--- config.mk ---
export PLATFORM = sky130hd
export DESIGN_NAME = gpr_ctrl
export DESIGN_NICKNAME = d
export VERILOG_FILES = /design/src/hw/rtl/gpr_pkg.sv /design/src/hw/rtl/gpr_ctrl.sv
export SDC_FILE = /design/constraint.sdc
export NUM_CORES = 1
export LEC_CHECK = 0
export ABC_AREA = 1
export BUFFER_PORTS_ARGS = -buffer_cell sky130_fd_sc_hd__buf_2
export CORE_ASPECT_RATIO = 1.2
export CORE_UTILIZATION = 50
export DETAILED_ROUTE_END_ITERATION = 10
export GPL_TIMING_DRIVEN = 0
export HOLD_SLACK_MARGIN = 0.02
export PLACE_DENSITY = 0.68
export SETUP_SLACK_MARGIN = 0.1
export SLEW_MARGIN = 0
export SYNTH_ARGS = -nofsm -noshare
export SYNTH_HDL_FRONTEND = slang
export SYNTH_SLANG_ARGS = --single-unit
--- constraint.sdc ---
create_clock -name clk -period 11 [get_ports clk]
set_input_delay 0.55 -clock clk [delete_from_list [all_inputs] [get_ports clk]]
set_output_delay 0.55 -clock clk [all_outputs]
set_load 0.005 [all_outputs]
--- src/hw/rtl/gpr_pkg.sv ---
// ----------------------------------------------------------------------------
// gpr_pkg
// Shared codes and command/status types of the pyramid reduce block.
// ----------------------------------------------------------------------------
`default_nettype none

package gpr_pkg;

	localparam int NUM_CH      = 3;
	localparam int ROWCOL_BITS = 11;

	// sample source of one multiply-accumulate step
	localparam logic [1:0] SRC_CUR = 2'd0;
	localparam logic [1:0] SRC_WIN = 2'd1;
	localparam logic [1:0] SRC_HC  = 2'd2;
	localparam logic [1:0] SRC_MEM = 2'd3;

	// kernel coefficient select
	localparam logic [1:0] TAP_CENTER = 2'd0;
	localparam logic [1:0] TAP_INNER  = 2'd1;
	localparam logic [1:0] TAP_OUTER  = 2'd2;

	// configuration register indexes
	localparam logic [2:0] REG_WIDTH    = 3'd0;
	localparam logic [2:0] REG_HEIGHT   = 3'd1;
	localparam logic [2:0] REG_CENTER   = 3'd2;
	localparam logic [2:0] REG_INNER    = 3'd3;
	localparam logic [2:0] REG_OUTER    = 3'd4;
	localparam logic [2:0] REG_GAIN     = 3'd5;
	localparam logic [2:0] REG_DECIMATE = 3'd6;
	localparam logic [2:0] REG_CHANNELS = 3'd7;

	typedef struct packed {
		logic       valid;     // MAC step issued
		logic       first;     // clear accumulator
		logic       last;      // final tap of this sum
		logic [1:0] src;
		logic [1:0] sel;       // window slot or column buffer index
		logic [1:0] tap;
		logic [1:0] dst;       // column buffer receiving a horizontal result
		logic       vert;      // result goes to the output register
		logic       ram_we;
		logic       load_cur;
		logic       shift_win;
	} cmd_t;

	typedef struct packed {
		logic                   run_end;
		logic [ROWCOL_BITS-1:0] row;
		logic [ROWCOL_BITS-1:0] col;
	} meta_t;

	typedef struct packed {
		logic done;
		logic out_free;
	} stat_t;

endpackage

`default_nettype wire

--- src/hw/rtl/gpr_ctrl.sv ---
// ----------------------------------------------------------------------------
// gpr_ctrl
// Sequencer: position tracking, border mirroring, MAC step issue, bursts.
// ----------------------------------------------------------------------------
`default_nettype none

module gpr_ctrl #(
	parameter int MAX_WIDTH  = 2048,
	parameter int MAX_HEIGHT = 2048
) (
	input  wire logic                         clk,
	input  wire logic                         arst_n,
	input  wire logic [11:0]                  image_width,
	input  wire logic [11:0]                  image_height,
	input  wire logic                         decimate,
	input  wire logic                         restart,
	input  wire logic                         s_tvalid,
	output logic                              s_tready,
	output gpr_pkg::cmd_t                     cmd,
	output logic [$clog2(MAX_WIDTH)+1:0]      ram_addr,
	output gpr_pkg::meta_t                    meta,
	input  wire gpr_pkg::stat_t               stat
);

	import gpr_pkg::*;

	localparam int XW = $clog2(MAX_WIDTH);
	localparam int YW = $clog2(MAX_HEIGHT);
	localparam int GW = ((XW > YW) ? XW : YW) + 3;

	localparam logic signed [GW-1:0] ONE = GW'(1);
	localparam logic signed [GW-1:0] TWO = GW'(2);

	localparam logic [2:0] S_IDLE   = 3'd0;
	localparam logic [2:0] S_HISSUE = 3'd1;
	localparam logic [2:0] S_HWAIT  = 3'd2;
	localparam logic [2:0] S_VSEL   = 3'd3;
	localparam logic [2:0] S_VISSUE = 3'd4;
	localparam logic [2:0] S_VWAIT  = 3'd5;
	localparam logic [2:0] S_WRITE  = 3'd6;
	localparam logic [2:0] S_FINISH = 3'd7;

	logic [2:0]           state_q;
	logic [XW-1:0]        col_q;
	logic [YW-1:0]        row_q;
	logic signed [GW-1:0] c_q, r_q, w_q, h_q;
	logic [1:0]           ncols_q, nrows_q, k_q, i_q;
	logic [2:0]           t_q;
	logic                 restart_q;

	logic signed [GW-1:0] w_cur, h_cur, c_in, r_in, x_k, y_i, dd, hp, vq, widx;
	logic [1:0]           ncols_in, nrows_in, ilast, klast;
	logic [2:0]           colok, rowok;
	logic                 pair_ok, last_pair, k_end, accept;

	function automatic logic signed [GW-1:0] clampd(input logic [11:0] v, input int hi);
		if (v < 12'd3) begin
			return GW'(3);
		end
		if (int'(v) > hi) begin
			return GW'(hi);
		end
		return GW'(v);
	endfunction

	// reflect without repeating the edge sample
	function automatic logic signed [GW-1:0] mirror(input logic signed [GW-1:0] p0,
			input logic signed [GW-1:0] n);
		logic signed [GW-1:0] p;
		p = p0;
		if (p < 0) begin
			p = -p;
		end
		if (p >= n) begin
			p = ((n - ONE) <<< 1) - p;
		end
		return p;
	endfunction

	assign w_cur = clampd(image_width, MAX_WIDTH);
	assign h_cur = clampd(image_height, MAX_HEIGHT);
	assign c_in  = ($signed(GW'(col_q)) >= w_cur) ? w_cur - ONE : $signed(GW'(col_q));
	assign r_in  = ($signed(GW'(row_q)) >= h_cur) ? h_cur - ONE : $signed(GW'(row_q));
	assign ncols_in = (c_in >= TWO) ? ((c_in == w_cur - ONE) ? 2'd3 : 2'd1) : 2'd0;
	assign nrows_in = (r_in >= TWO) ? ((r_in == h_cur - ONE) ? 2'd3 : 2'd1) : 2'd0;

	// output columns are c-2 .. c, rows r-2 .. r
	assign x_k  = c_q - TWO + $signed(GW'(k_q));
	assign y_i  = r_q - TWO + $signed(GW'(i_q));
	assign dd   = $signed(GW'(t_q)) - TWO;
	assign hp   = mirror(x_k + dd, w_q);
	assign vq   = mirror(y_i + dd, h_q);
	assign widx = c_q - ONE - hp;

	always_comb begin
		for (int j = 0; j < 3; j++) begin
			colok[j] = (2'(j) < ncols_q) && !(decimate && c_q[0] ^ 1'(j));
			rowok[j] = (2'(j) < nrows_q) && !(decimate && r_q[0] ^ 1'(j));
		end
		ilast = rowok[2] ? 2'd2 : (rowok[1] ? 2'd1 : 2'd0);
		klast = colok[2] ? 2'd2 : (colok[1] ? 2'd1 : 2'd0);
	end

	assign pair_ok   = rowok[i_q] && colok[k_q];
	assign k_end     = k_q == 2'(ncols_q - 2'd1);
	assign last_pair = k_end && (i_q == 2'(nrows_q - 2'd1));
	assign accept    = s_tvalid && s_tready;
	assign s_tready  = state_q == S_IDLE;

	assign meta.run_end = (i_q == ilast) && (k_q == klast);
	assign meta.row     = ROWCOL_BITS'(decimate ? (y_i >>> 1) : y_i);
	assign meta.col     = ROWCOL_BITS'(decimate ? (x_k >>> 1) : x_k);

	always_comb begin
		cmd           = '0;
		ram_addr      = {r_q[1:0], x_k[XW-1:0]};
		cmd.first     = t_q == 3'd0;
		cmd.last      = t_q == 3'd4;
		cmd.dst       = k_q;
		cmd.tap       = (t_q == 3'd2) ? TAP_CENTER :
			((t_q == 3'd1 || t_q == 3'd3) ? TAP_INNER : TAP_OUTER);
		cmd.load_cur  = accept;
		cmd.shift_win = state_q == S_FINISH;
		case (state_q)
			S_HISSUE: begin
				cmd.valid = 1'b1;
				cmd.src   = (hp == c_q) ? SRC_CUR : SRC_WIN;
				cmd.sel   = widx[1:0];
			end
			S_VISSUE: begin
				cmd.valid = 1'b1;
				cmd.vert  = 1'b1;
				cmd.src   = (vq == r_q) ? SRC_HC : SRC_MEM;
				cmd.sel   = k_q;
				ram_addr  = {vq[1:0], x_k[XW-1:0]};
			end
			S_WRITE: begin
				cmd.ram_we = 1'b1;
				cmd.sel    = k_q;
			end
			default: begin
			end
		endcase
	end

	always_ff @(posedge clk or negedge arst_n) begin
		if (!arst_n) begin
			state_q   <= S_IDLE;
			col_q     <= '0;
			row_q     <= '0;
			k_q       <= '0;
			i_q       <= '0;
			t_q       <= '0;
			restart_q <= 1'b0;
		end else begin
			// geometry write while the last pixel winds down: applied at finish
			restart_q <= (state_q == S_FINISH) ? 1'b0 :
				(restart_q || (restart && state_q != S_IDLE));
			case (state_q)
				S_IDLE: begin
					if (restart) begin
						col_q <= '0;
						row_q <= '0;
					end
					if (s_tvalid) begin
						k_q     <= '0;
						i_q     <= '0;
						t_q     <= '0;
						state_q <= (ncols_in != 2'd0) ? S_HISSUE : S_FINISH;
					end
				end
				S_HISSUE, S_VISSUE: begin
					if (t_q == 3'd4) begin
						t_q     <= '0;
						state_q <= (state_q == S_HISSUE) ? S_HWAIT : S_VWAIT;
					end else begin
						t_q <= t_q + 3'd1;
					end
				end
				S_HWAIT: begin
					if (stat.done) begin
						if (k_end) begin
							k_q     <= '0;
							i_q     <= '0;
							state_q <= (nrows_q == 2'd0) ? S_WRITE : S_VSEL;
						end else begin
							k_q     <= k_q + 2'd1;
							state_q <= S_HISSUE;
						end
					end
				end
				S_VSEL, S_VWAIT: begin
					if (state_q == S_VSEL && pair_ok) begin
						if (stat.out_free) begin
							state_q <= S_VISSUE;
						end
					end else if (state_q == S_VSEL || stat.done) begin
						if (last_pair) begin
							k_q     <= '0;
							state_q <= S_WRITE;
						end else if (k_end) begin
							k_q     <= '0;
							i_q     <= i_q + 2'd1;
							state_q <= S_VSEL;
						end else begin
							k_q     <= k_q + 2'd1;
							state_q <= S_VSEL;
						end
					end
				end
				S_WRITE: begin
					if (k_end) begin
						state_q <= S_FINISH;
					end else begin
						k_q <= k_q + 2'd1;
					end
				end
				S_FINISH: begin
					if (restart || restart_q) begin
						col_q <= '0;
						row_q <= '0;
					end else if (c_q >= w_q - ONE) begin
						col_q <= '0;
						row_q <= (r_q >= h_q - ONE) ? '0 : YW'(r_q + ONE);
					end else begin
						col_q <= XW'(c_q + ONE);
					end
					state_q <= S_IDLE;
				end
				default: begin
					state_q <= S_IDLE;
				end
			endcase
		end
	end

	always_ff @(posedge clk) begin
		if (accept) begin
			c_q     <= c_in;
			r_q     <= r_in;
			w_q     <= w_cur;
			h_q     <= h_cur;
			ncols_q <= ncols_in;
			nrows_q <= nrows_in;
		end
	end

endmodule

`default_nettype wire

## After elaboration in Yosys (flattened, before gate mapping)

Cells that the tools add are included.

- $lt $le $gt $ge: 22
- Bitwise gates (word level): 2
- Shift-type cells: 0
- Reduce and logical (&&, ||, !) cells: 42
- Divide/modulo/power cells: 0
- Add/subtract/negate cells: 24
- Muxes and demuxes: 83
- Multiply operators: 0
- Equality and inequality tests: 33

Operator list:

| kind | number |
|---|---|
| two-way mux 14 bit | 14 |
| two-way mux 11 bit | 8 |
| == test 14 bit | 4 |
| >= comparator 14 bit | 4 |
| subtractor 14 x 2 -> 14 bit, second input constant | 4 |
| case mux 11 bit (2 select lines) | 2 |
| two-way mux 3 bit | 14 |
| two-way mux 2 bit | 20 |
| adder 14 x 3 -> 14 bit | 2 |
| adder 14 x 4 -> 14 bit | 2 |
| >= comparator 12 x 14 -> 1 bit | 2 |
| >= comparator 14 x 3 -> 1 bit, second input constant | 2 |
| less-than comparator 14 x 1 -> 1 bit, second input constant | 2 |
| negation 14 bit | 2 |
| subtractor 14 bit | 2 |
| subtractor 14 x 3 -> 14 bit, second input constant | 2 |
| greater-than comparator 12 bit, second input constant | 2 |
| less-than comparator 12 x 2 -> 1 bit, second input constant | 2 |
| adder 11 x 2 -> 11 bit, second input constant | 2 |
| != test 2 bit, second input constant | 10 |
| case mux 3 bit (6 select lines) | 1 |
| logical AND 1 bit | 16 |
| two-way mux 1 bit | 16 |
| == test 3 bit, second input constant | 5 |
| other kinds (34) | 66 |

- Bits in registers: 93
- Memories kept: 0
- Bits in writable memories: 0
- Output and inout bits: 52
- Bits in latches: 0
- Bits in read-only memories: 0
- Word-level logic and storage cells: 219
- Bits of input ports: 31

## Longest topological paths before layout

Gate-level depths: netlist (run 1).

- Word-level depth: 14
- Depth in mapped cells: 56
- Depth with buffers taken out: 55

## Worst setup path before layout (run 1)

No wires, ideal clock.

- Kind: register to output
- From: register k_q[1]
- To: output port cmd[10] (netlist name)
- Required time: 10.450 ns
- Arrival: 5.583 ns
- Slack: 4.867 ns
- Cell stages (with the launch flop): 53
- Buffers on the path: 3
- Cells stage by stage: dfrtp_1 -> inv_1 -> ha_1 -> inv_1 -> ha_1 -> nand2_1 -> nand2_1 -> a21oi_1 -> inv_1 -> a21oi_1 -> o21bai_1 -> nand2_1 -> nand2_1 -> nand2_1 -> nand2_1 -> nand2_1 -> nand2_1 -> a21o_1 -> (+17 left out) -> inv_1 -> ha_1 -> a21oi_1 -> nor2_1 -> a211oi_1 -> a21boi_0 -> o21a_1 -> nand3_4 -> buf_6 -> buf_8 -> nand3_1 -> nand2_1 -> nand2_1 -> nand4_1 -> nor2_1 -> nand2_1 -> nand2_1 -> nand2_1

RTL lines:

| what | RTL line | text |
|---|---|---|
| start: declaration | gpr_ctrl.sv:47 | `logic [1:0] ncols_q, nrows_q, k_q, i_q;` |
| start signal: assignment | gpr_ctrl.sv:187 | `k_q <= k_q + 2'd1;` |
| start signal: assignment | gpr_ctrl.sv:206 | `k_q <= k_q + 2'd1;` |
| start signal: assignment | gpr_ctrl.sv:215 | `k_q <= k_q + 2'd1;` |
| end: declaration | gpr_ctrl.sv:19 | `output gpr_pkg::cmd_t cmd,` |

==> flow_summary.ini, run 1 <==
[logic_synthesis]
ys_seq_elements = 89
synth_area_mm2 = 0.0138
async_flop_share_pct = 37.1
synth_flop_cell = edfxtp_1
synth_area_leader_cell = ha_1
synth_edf_count = 56
syn_inst = 2149
yosysWarningCount = 0
yosysTopAreaCellShare_pct = 17.0
avgSynthCellArea_um2 = 6.42
synth_area_leaders = ha_1 (17%), nand2_1 (16%), edfxtp_1 (12%)
ys_types = 60
yosysSeqAreaShare_pct = 18.2

[setup_path]
critPathMaxFanout = 10
rr_worst_depth = 19
critPathKind = reg2out
rr_endpoint = row_q[7]$_DFFE_PN0P_
slowest_stage = xnor2_1
cp-end-kind = output pin
max_stage_delay_ns = 0.54
critPathMostFrequentCell = nand2_1
cp.required_ns = 10.45
worstSetupStartpointType = flop
r2r-start = w_q[0]$_DFFE_PP_
reg2reg_setup_slack_ns = 6.93
arrival_ns = 7.66

[timing]
hold_viol_final = 0
setup_viol = 0
slew_headroom_pct = 29.3
clock.fmax_ghz = 0.122
tightest_slew_ns = 1.06
skew_ns = 0.0152
hold_slack_ns = 0.287
slew_violations = 0
min_period_ns = 8.21
rsz0062_at_grt = false
fin_tns_setup_ns = 0
fin_crit_sh_pct = 74.6

[global_route]
grt.total_usage_pct = 27.6
antenna_found_initial = 0
grt_pass1_wl_mm = 62.5
grt-ovfl-total = 0
grt_pass1_vias = 12900
grt_start_max_net_pins = 34

[routing]
via_per_inst = 5.33
wire_per_inst_um = 14.8
drc = 0
vias = 13800
drt_wl_total_mm = 38.3
first_pass_iters = 5
drtIter0Drc = 820
ant_nets = 0

[layout]
final_cells = 2589
syn2layout_area_growth_pct = 8.42
layout-drive-gt1-share_pct = 7.78
antenna_cells = 0
nNetsFinal = 2468
final_common_cell = nand2_1
final_cell_mix = nand2_1 (570), inv_1 (376), nand3_1 (188), ha_1 (187), nor2_1 (174)
n_fill_cell = 2760

[place]
placed_cells = 2573
dp_hpwl_mm = 32.5
numPortBuffers = 80
place_congestion = 0.945

[floorplanning]
die_w_um = 154
fp-row-count = 66
ios = 83
dieArea_mm2 = 0.0283
initial_core_util_pct = 50.9
coreArea_mm2 = 0.0271
chipHeight_um = 184

[clocking]
cts-resized-gates = 0
cts_buffers = 9
root_buffer = clkbuf_16
cts_setup_buffers = 0
cts.htree.levels = 3
cts.clk_slew.worst_paths_ns = 0.07
cts_sinks = 89
hold_buffers = 0
cts_tree = done
clock_path_buffers = 2
clk_latency_ns = 0.36

[outcome]
status = finished, final reports clean

[min_path]
hold_class = in2async

[flow_run]
max_cap_viol_count = 0
==> worst max path at each step <==
stage	from	endpoint	slack [ns]	cells past startpoint
after detailed placement	k_q[1]$_DFFE_PN0P_	cmd[10]	3.30	44
after CTS	k_q[1]$_DFFE_PN0P_	cmd[10]	2.87	44
after global routing	k_q[1]$_DFFE_PN0P_	cmd[10]	2.15	50
final	k_q[1]$_DFFE_PN0P_	cmd[10]	2.79	44
after floorplan	k_q[1]$_DFFE_PN0P_	cmd[10]	4.87	52
after global placement	k_q[1]$_DFFE_PN0P_	cmd[10]	3.33	44
==> final cells by class <==
cell class,count,area [um^2],area share [%]
buffer,29,179,1.20
clock buffer,10,250,1.67
clock inverter,6,46.3,0.310
inverter,389,1460,9.77
multi-input combinational,1645,9660,64.6
sequential,89,2510,16.8
tap,340,425,2.85
timing repair buffer,81,420,2.81
==> cells in the mapped netlist (4+ instances only) <==
library cell  instances
nand2_2              12
o22ai_1               6
buf_4                 7
o21bai_1              6
edfxtp_1             56
nor2_2                7
nand3_2               6
nor4_1                6
nor2_1              175
clkbuf_1             15
or2_2                 6
nand2_1             570
o2111ai_1             5
nand3_1             188
xnor2_1              25
nand3b_1             13
nand4_1              41
a31oi_1               6
o31ai_1               4
buf_6                 4
a21o_1                5
o21a_1                4
a211oi_1              4
inv_2                13
ha_1                187
o21ai_1               6
and2_1                5
dfrtp_1              33
o21ai_0              94
inv_1               376
nor3_1               31
fa_1                  6
a21oi_1             101
xor2_1               87
==> through the flow <==
step | worst slack, ns | utilization [%] | instance area (um^2)
2_1_floorplan | 4.87 | - | 13800
3_3_place_gp | 3.33 | 54.0 | 14600
3_5_place_dp | 3.30 | 54.1 | 14700
4_1_cts | 2.87 | 55.2 | 15000
5_1_grt | 2.15 | 55.2 | 15000
6_report | 2.79 | 55.2 | 15000
==> state kept, by name (all words and copies together) (netlist names) <==
name,cells
state_q,3
r_q,14
k_q,2
nrows_q,2
t_q,3
row_q,11
i_q,2
w_q,12
ncols_q,2
col_q,11
h_q,12
c_q,14
restart_q,1
==> metal layers <==
layer,vias up,global-route usage (%),share of wire (%)
met1,6298,36.7,48
met2,288,47.5,46
met3,64,1.53,3.8
met4,0,9.44,2.9
li1,7151,-,-
met5,-,0,0
==> cell families (layout without fill, tap and decap cells) <==
group                    count (synthesis)  count (layout)  synth area share, %
XOR/XNOR                               115             115                 7.47
buffers and inverters                  418             515                 11.9
flip-flops                              89              89                 18.2
other                                    1               4               0.0272
AND/OR/NAND/NOR                       1075            1075                 34.1
adder cells (fa/ha/maj)                193             193                 17.8
AO/OA/AOI/OAI                          258             258                 10.5
==> worst max-delay path, delay by kind of cell, from the launching register on <==
kind,cells,cell delay (ns)
and+or+nand+nor,22,2.22
adders and majority gates,5,1.58
AOI/OAI and AO/OA,6,1.09
buffers and inverters,9,1.07
xor gates and xnor gates,2,0.83
DFF,1,0.48
Power of run 1 is not shown: default switching activity piles up to over one toggle a cycle in this logic, so the estimate is an artifact.
==> inputs of run 2 (changes only) <==
PLACE_DENSITY = 0.7   (was 0.68)
clock period = 7.5 ns   (was 11 ns; I/O delays follow)
==> flow_summary.ini, run 2 (synthesis results as in run 1) <==
[clocking]
root_buffer = clkbuf_16
hold_buffers = 0
cts.htree.levels = 3
clock_path_buffers = 2
cts_sinks = 89
cts_buffers = 9
clk_latency_ns = 0.35
cts_tree = done
cts.clk_slew.worst_paths_ns = 0.07

[floorplanning]
ios = 83
coreArea_mm2 = 0.0271
chipHeight_um = 184
dieArea_mm2 = 0.0283
fp-row-count = 66
initial_core_util_pct = 50.9
die_w_um = 154

[place]
place_congestion = 0.972
dp_hpwl_mm = 32.4
placed_cells = 2573
preCtsSetupSlack_ns = 0.182
numPortBuffers = 80

[timing]
tightest_slew_ns = 1.09
fin_tns_setup_ns = 0
slew_headroom_pct = 27.6
min_period_ns = 7.22
hold_slack_ns = 0.117
clock.fmax_ghz = 0.138
fin_crit_sh_pct = 96.3
skew_ns = 0.00992
rsz0062_at_grt = true
slew_violations = 0
setup_viol = 0
hold_viol_final = 0
setup_ws_ns = 0.276

[setup_path]
worstSetupStartpointType = flop
max_stage_delay_ns = 0.49
slowest_stage = edfxtp_1
critPathMostFrequentCell = nand2_1
r2r-start = w_q[0]$_DFFE_PP_
cp-end-kind = output pin
rr_endpoint = row_q[0]$_DFFE_PN0P_
reg2reg_setup_slack_ns = 3.38
critPathMaxFanout = 7
cp.buffers_inverters = 8
rr_worst_depth = 20
cpLargestDelayFamily = simple AND/OR/NAND/NOR gates
cp.required_ns = 7.12
arrival_ns = 6.85
critPathKind = reg2out

[layout]
layout-drive-gt1-share_pct = 15.2
nNetsFinal = 2525
final_common_cell = nand2_1
antenna_cells = 0
final_cells = 2646
syn2layout_area_growth_pct = 16.5
final_cell_mix = nand2_1 (541), inv_1 (366), ha_1 (173), nand3_1 (170), nor2_1 (166)
top_regs = c_q: 14 flops, r_q: 14 flops

[global_route]
grt.total_usage_pct = 27.8
grt_start_max_net_pins = 35
grt-ovfl-total = 0
grt_pass1_wl_mm = 63.4
grt_pass1_vias = 13200
antenna_found_initial = 0

[outcome]
status = finished, final reports clean

[routing]
vias = 14200
ant_nets = 0
drt_wl_total_mm = 39.9
drtIter0Drc = 1004
wire_per_inst_um = 15.1
first_pass_iters = 5
via_per_inst = 5.38
drc = 0

[flow_run]
max_cap_viol_count = 0

[min_path]
hold_class = in2async
[run 2: changes by cell type in the layout (fill, tap and decap cells not counted), sizes merged]
cell and change:
buf +56, bufinv +1, clkinv -1, clkbuf +1, inv -2, clkinvlp +2
[run 2: final cells by class]
class,instances,area (um^2)
multi-input combinational,1645,10300
sequential,89,2510
clock buffer,10,239
fill,2596,11000
buffer,29,201
timing repair buffer,138,871
inverter,389,1460
clock inverter,6,66.3
tap,340,425
[run 2: worst reg2reg max path: stages (launching register included)]
cell and delay, ns:
edfxtp_1 0.41, inv_1 0.20, nand2_1 0.12, nor3_1 0.27, nand3_1 0.18, nor3_1 0.27
nand2_1 0.12, nor2_1 0.11, nand2_1 0.08, nand2_1 0.12, inv_1 0.05, ha_1 0.28
a21oi_1 0.16, a21oi_1 0.09, o31ai_1 0.22, o221ai_1 0.26, nor2_1 0.45, nor2_1 0.14
clkbuf_1 0.23, nand3_1 0.12, o21ai_0 0.09
[run 2: worst max-delay path by stage]
stage / startpoint / end / slack (ns) / cells past startpoint
finish: r_q[1]$_DFFE_PP_ / cmd[10] / 0.28 / 55
CTS: c_q[1]$_DFFE_PP_ / cmd[10] / 0.14 / 55
global route: r_q[1]$_DFFE_PP_ / cmd[10] / -0.15 / 55
global placement: k_q[1]$_DFFE_PN0P_ / cmd[10] / 0.23 / 44
detailed placement: k_q[1]$_DFFE_PN0P_ / cmd[10] / 0.18 / 50
floorplan: k_q[1]$_DFFE_PN0P_ / cmd[10] / 1.54 / 52
[run 2: metal layers]
layer	vias to the layer above	track usage, %	part of all wire, %
met5	-	0	0
met4	0	9.92	2.7
met3	79	2.03	4.1
met2	364	47.9	47
met1	6549	36.5	46
li1	7253	-	-
[run 2: what timing repair did]
item	4_1_cts	5_1_grt
pin swaps	6	77
buffers inserted	8	45
setup endpoints to repair	2	3
gates cloned	0	4
resized for setup	15	142
[run 2: through the flow]
stage | area [um^2] | util [%]
floorplan | 13800 | -
global placement | 14600 | 54.0
detailed placement | 14700 | 54.1
CTS | 15100 | 55.7
global route | 16100 | 59.3
finish | 16100 | 59.3
Power of run 2 is left out for the same reason.
==> inputs of run 3 (changes only) <==
CORE_ASPECT_RATIO = 1.75   (was 1.2)
CORE_MARGIN = 1   (was default)
PLACE_DENSITY = 0.76   (was 0.7)
==> flow_summary.ini, run 3 (synthesis results as in run 1) <==
[outcome]
status = finished, final reports clean

[clocking]
clock_path_buffers = 2
cts.htree.levels = 3
cts.clk_slew.worst_paths_ns = 0.07
root_buffer = clkbuf_16
cts_tree = done
cts_sinks = 89
cts_buffers = 9
clk_latency_ns = 0.35

[min_path]
hold_class = in2async

[timing]
fin_crit_sh_pct = 97.3
tightest_slew_ns = 1.06
setup_viol = 0
slew_violations = 0
hold_viol_final = 0
fin_tns_setup_ns = 0
rsz0062_at_grt = true
clock.fmax_ghz = 0.137
setup_ws_ns = 0.202
skew_ns = 0.00922
min_period_ns = 7.30
slew_headroom_pct = 29.5

[floorplanning]
initial_core_util_pct = 50.6
coreArea_mm2 = 0.0272
chipHeight_um = 222
fp-row-count = 80
dieArea_mm2 = 0.0283
die_w_um = 128
ios = 83

[setup_path]
critPathKind = reg2out
worstSetupStartpoint = i_q[1]$_DFFE_PN0P_
critPathMaxFanout = 6
r2r-start = w_q[0]$_DFFE_PP_
cp.required_ns = 7.12
cp-end-kind = output pin
max_stage_delay_ns = 0.42
worstSetupStartpointType = flop
arrival_ns = 6.92
critPathMostFrequentCell = nand2_1
slowest_stage = dfrtp_2

[layout]
layout-drive-gt1-share_pct = 14.3
final_cell_mix = nand2_1 (542), inv_1 (360), nand3_1 (182), ha_1 (178), nor2_1 (165)
antenna_cells = 0
final_common_cell = nand2_1
multi_input_area_mm2 = 0.0103
ff_latch_area_mm2 = 0.00251
stdcell_area_mm2 = 0.0161
nNetsFinal = 2515
syn2layout_area_growth_pct = 16.4
n_fill_cell = 2660
final_util_pct = 59.0
top_regs = c_q: 14 flops, r_q: 14 flops

[routing]
drc = 0
ant_nets = 0
first_pass_iters = 6
wire_per_inst_um = 16.9
wl_met2_mm = 23.5
vias = 14600
met3_length_mm = 1.89
topRoutingLayerUsed = met5
drtIter0Drc = 822
drt_wl_total_mm = 45.0
wl_met1_mm = 15.0
via_per_inst = 5.46

[place]
preCtsSetupSlack_ns = -0.241
placed_cell_area_mm2 = 0.0147
numPortBuffers = 80
dp_hpwl_mm = 36.7
place_congestion = 1.00

[global_route]
grt_start_max_net_pins = 34
grt.total_usage_pct = 31.2
grt_pass1_vias = 14000
grt-ovfl-total = 0
antenna_found_initial = 1
grt_pass1_wl_mm = 68.5

[flow_run]
max_cap_viol_count = 0
==> run 3: cell count changes in the layout (fill, tap and decap cells not counted), sizes merged <==
cell	delta
buf	-12
bufinv	+1
clkbuf	+3
clkinv	-1
clkinvlp	-1
==> run 3: timing repair <==
item,4_1_cts,5_1_grt
setup endpoints to repair,3,3
hold buffers,0,0
gates cloned,0,5
pin swaps,6,73
gates resized for setup,28,126
buffers inserted,12,30
==> run 3: area by class of cell <==
| class | instances | share of cell area (%) |
|---|---|---|
| Sequential cell | 89 | 15.6 |
| Clock buffer | 11 | 1.51 |
| Buffer | 29 | 1.29 |
| Tap cell | 369 | 2.88 |
| Clock inverter | 5 | 0.483 |
| Multi-Input combinational cell | 1645 | 64.0 |
| Inverter | 389 | 9.09 |
| Timing Repair Buffer | 128 | 5.13 |
==> run 3: metrics by stage <==
| step | hold slack (ns) | instances |
|---|---|---|
| 2_1_floorplan | 0.0794 | 2152 |
| 3_3_place_gp | 0.480 | 2601 |
| 3_5_place_dp | 0.490 | 2602 |
| 4_1_cts | 0.140 | 2630 |
| 5_1_grt | 0.173 | 2665 |
| 6_report | 0.101 | 2665 |
==> run 3: critical path: cells and delay by family (launching register included) <==
family	cells	cell delay (ns)
simple gates	30	2.60
fa+ha+maj	4	1.10
compound gates	8	1.04
buf+inv	8	0.85
xor+xnor	2	0.52
flops	1	0.42
==> run 3: final timing paths <==
check | endpoint | slack [ns] | cells after the start
min in group clk | restart_q$_DFF_PN0_ | 0.30 | 3
max in group asynchronous | i_q[1]$_DFFE_PN0P_ | 6.83 | 1
setup / recovery | cmd[10] | 0.20 | 52
hold / removal | col_q[2]$_DFFE_PN0P_ | 0.10 | 1
hold reg to reg | restart_q$_DFF_PN0_ | 0.51 | 2
setup reg to reg | row_q[1]$_DFFE_PN0P_ | 3.20 | 18
==> run 3: layer usage <==
metal  vias up  GRT usage [%]
met5         -              0
met1      6621           28.8
met2       492           58.5
met4         2           28.2
met3       208           3.84
li1       7227              -
Power of run 3 is left out for the same reason.
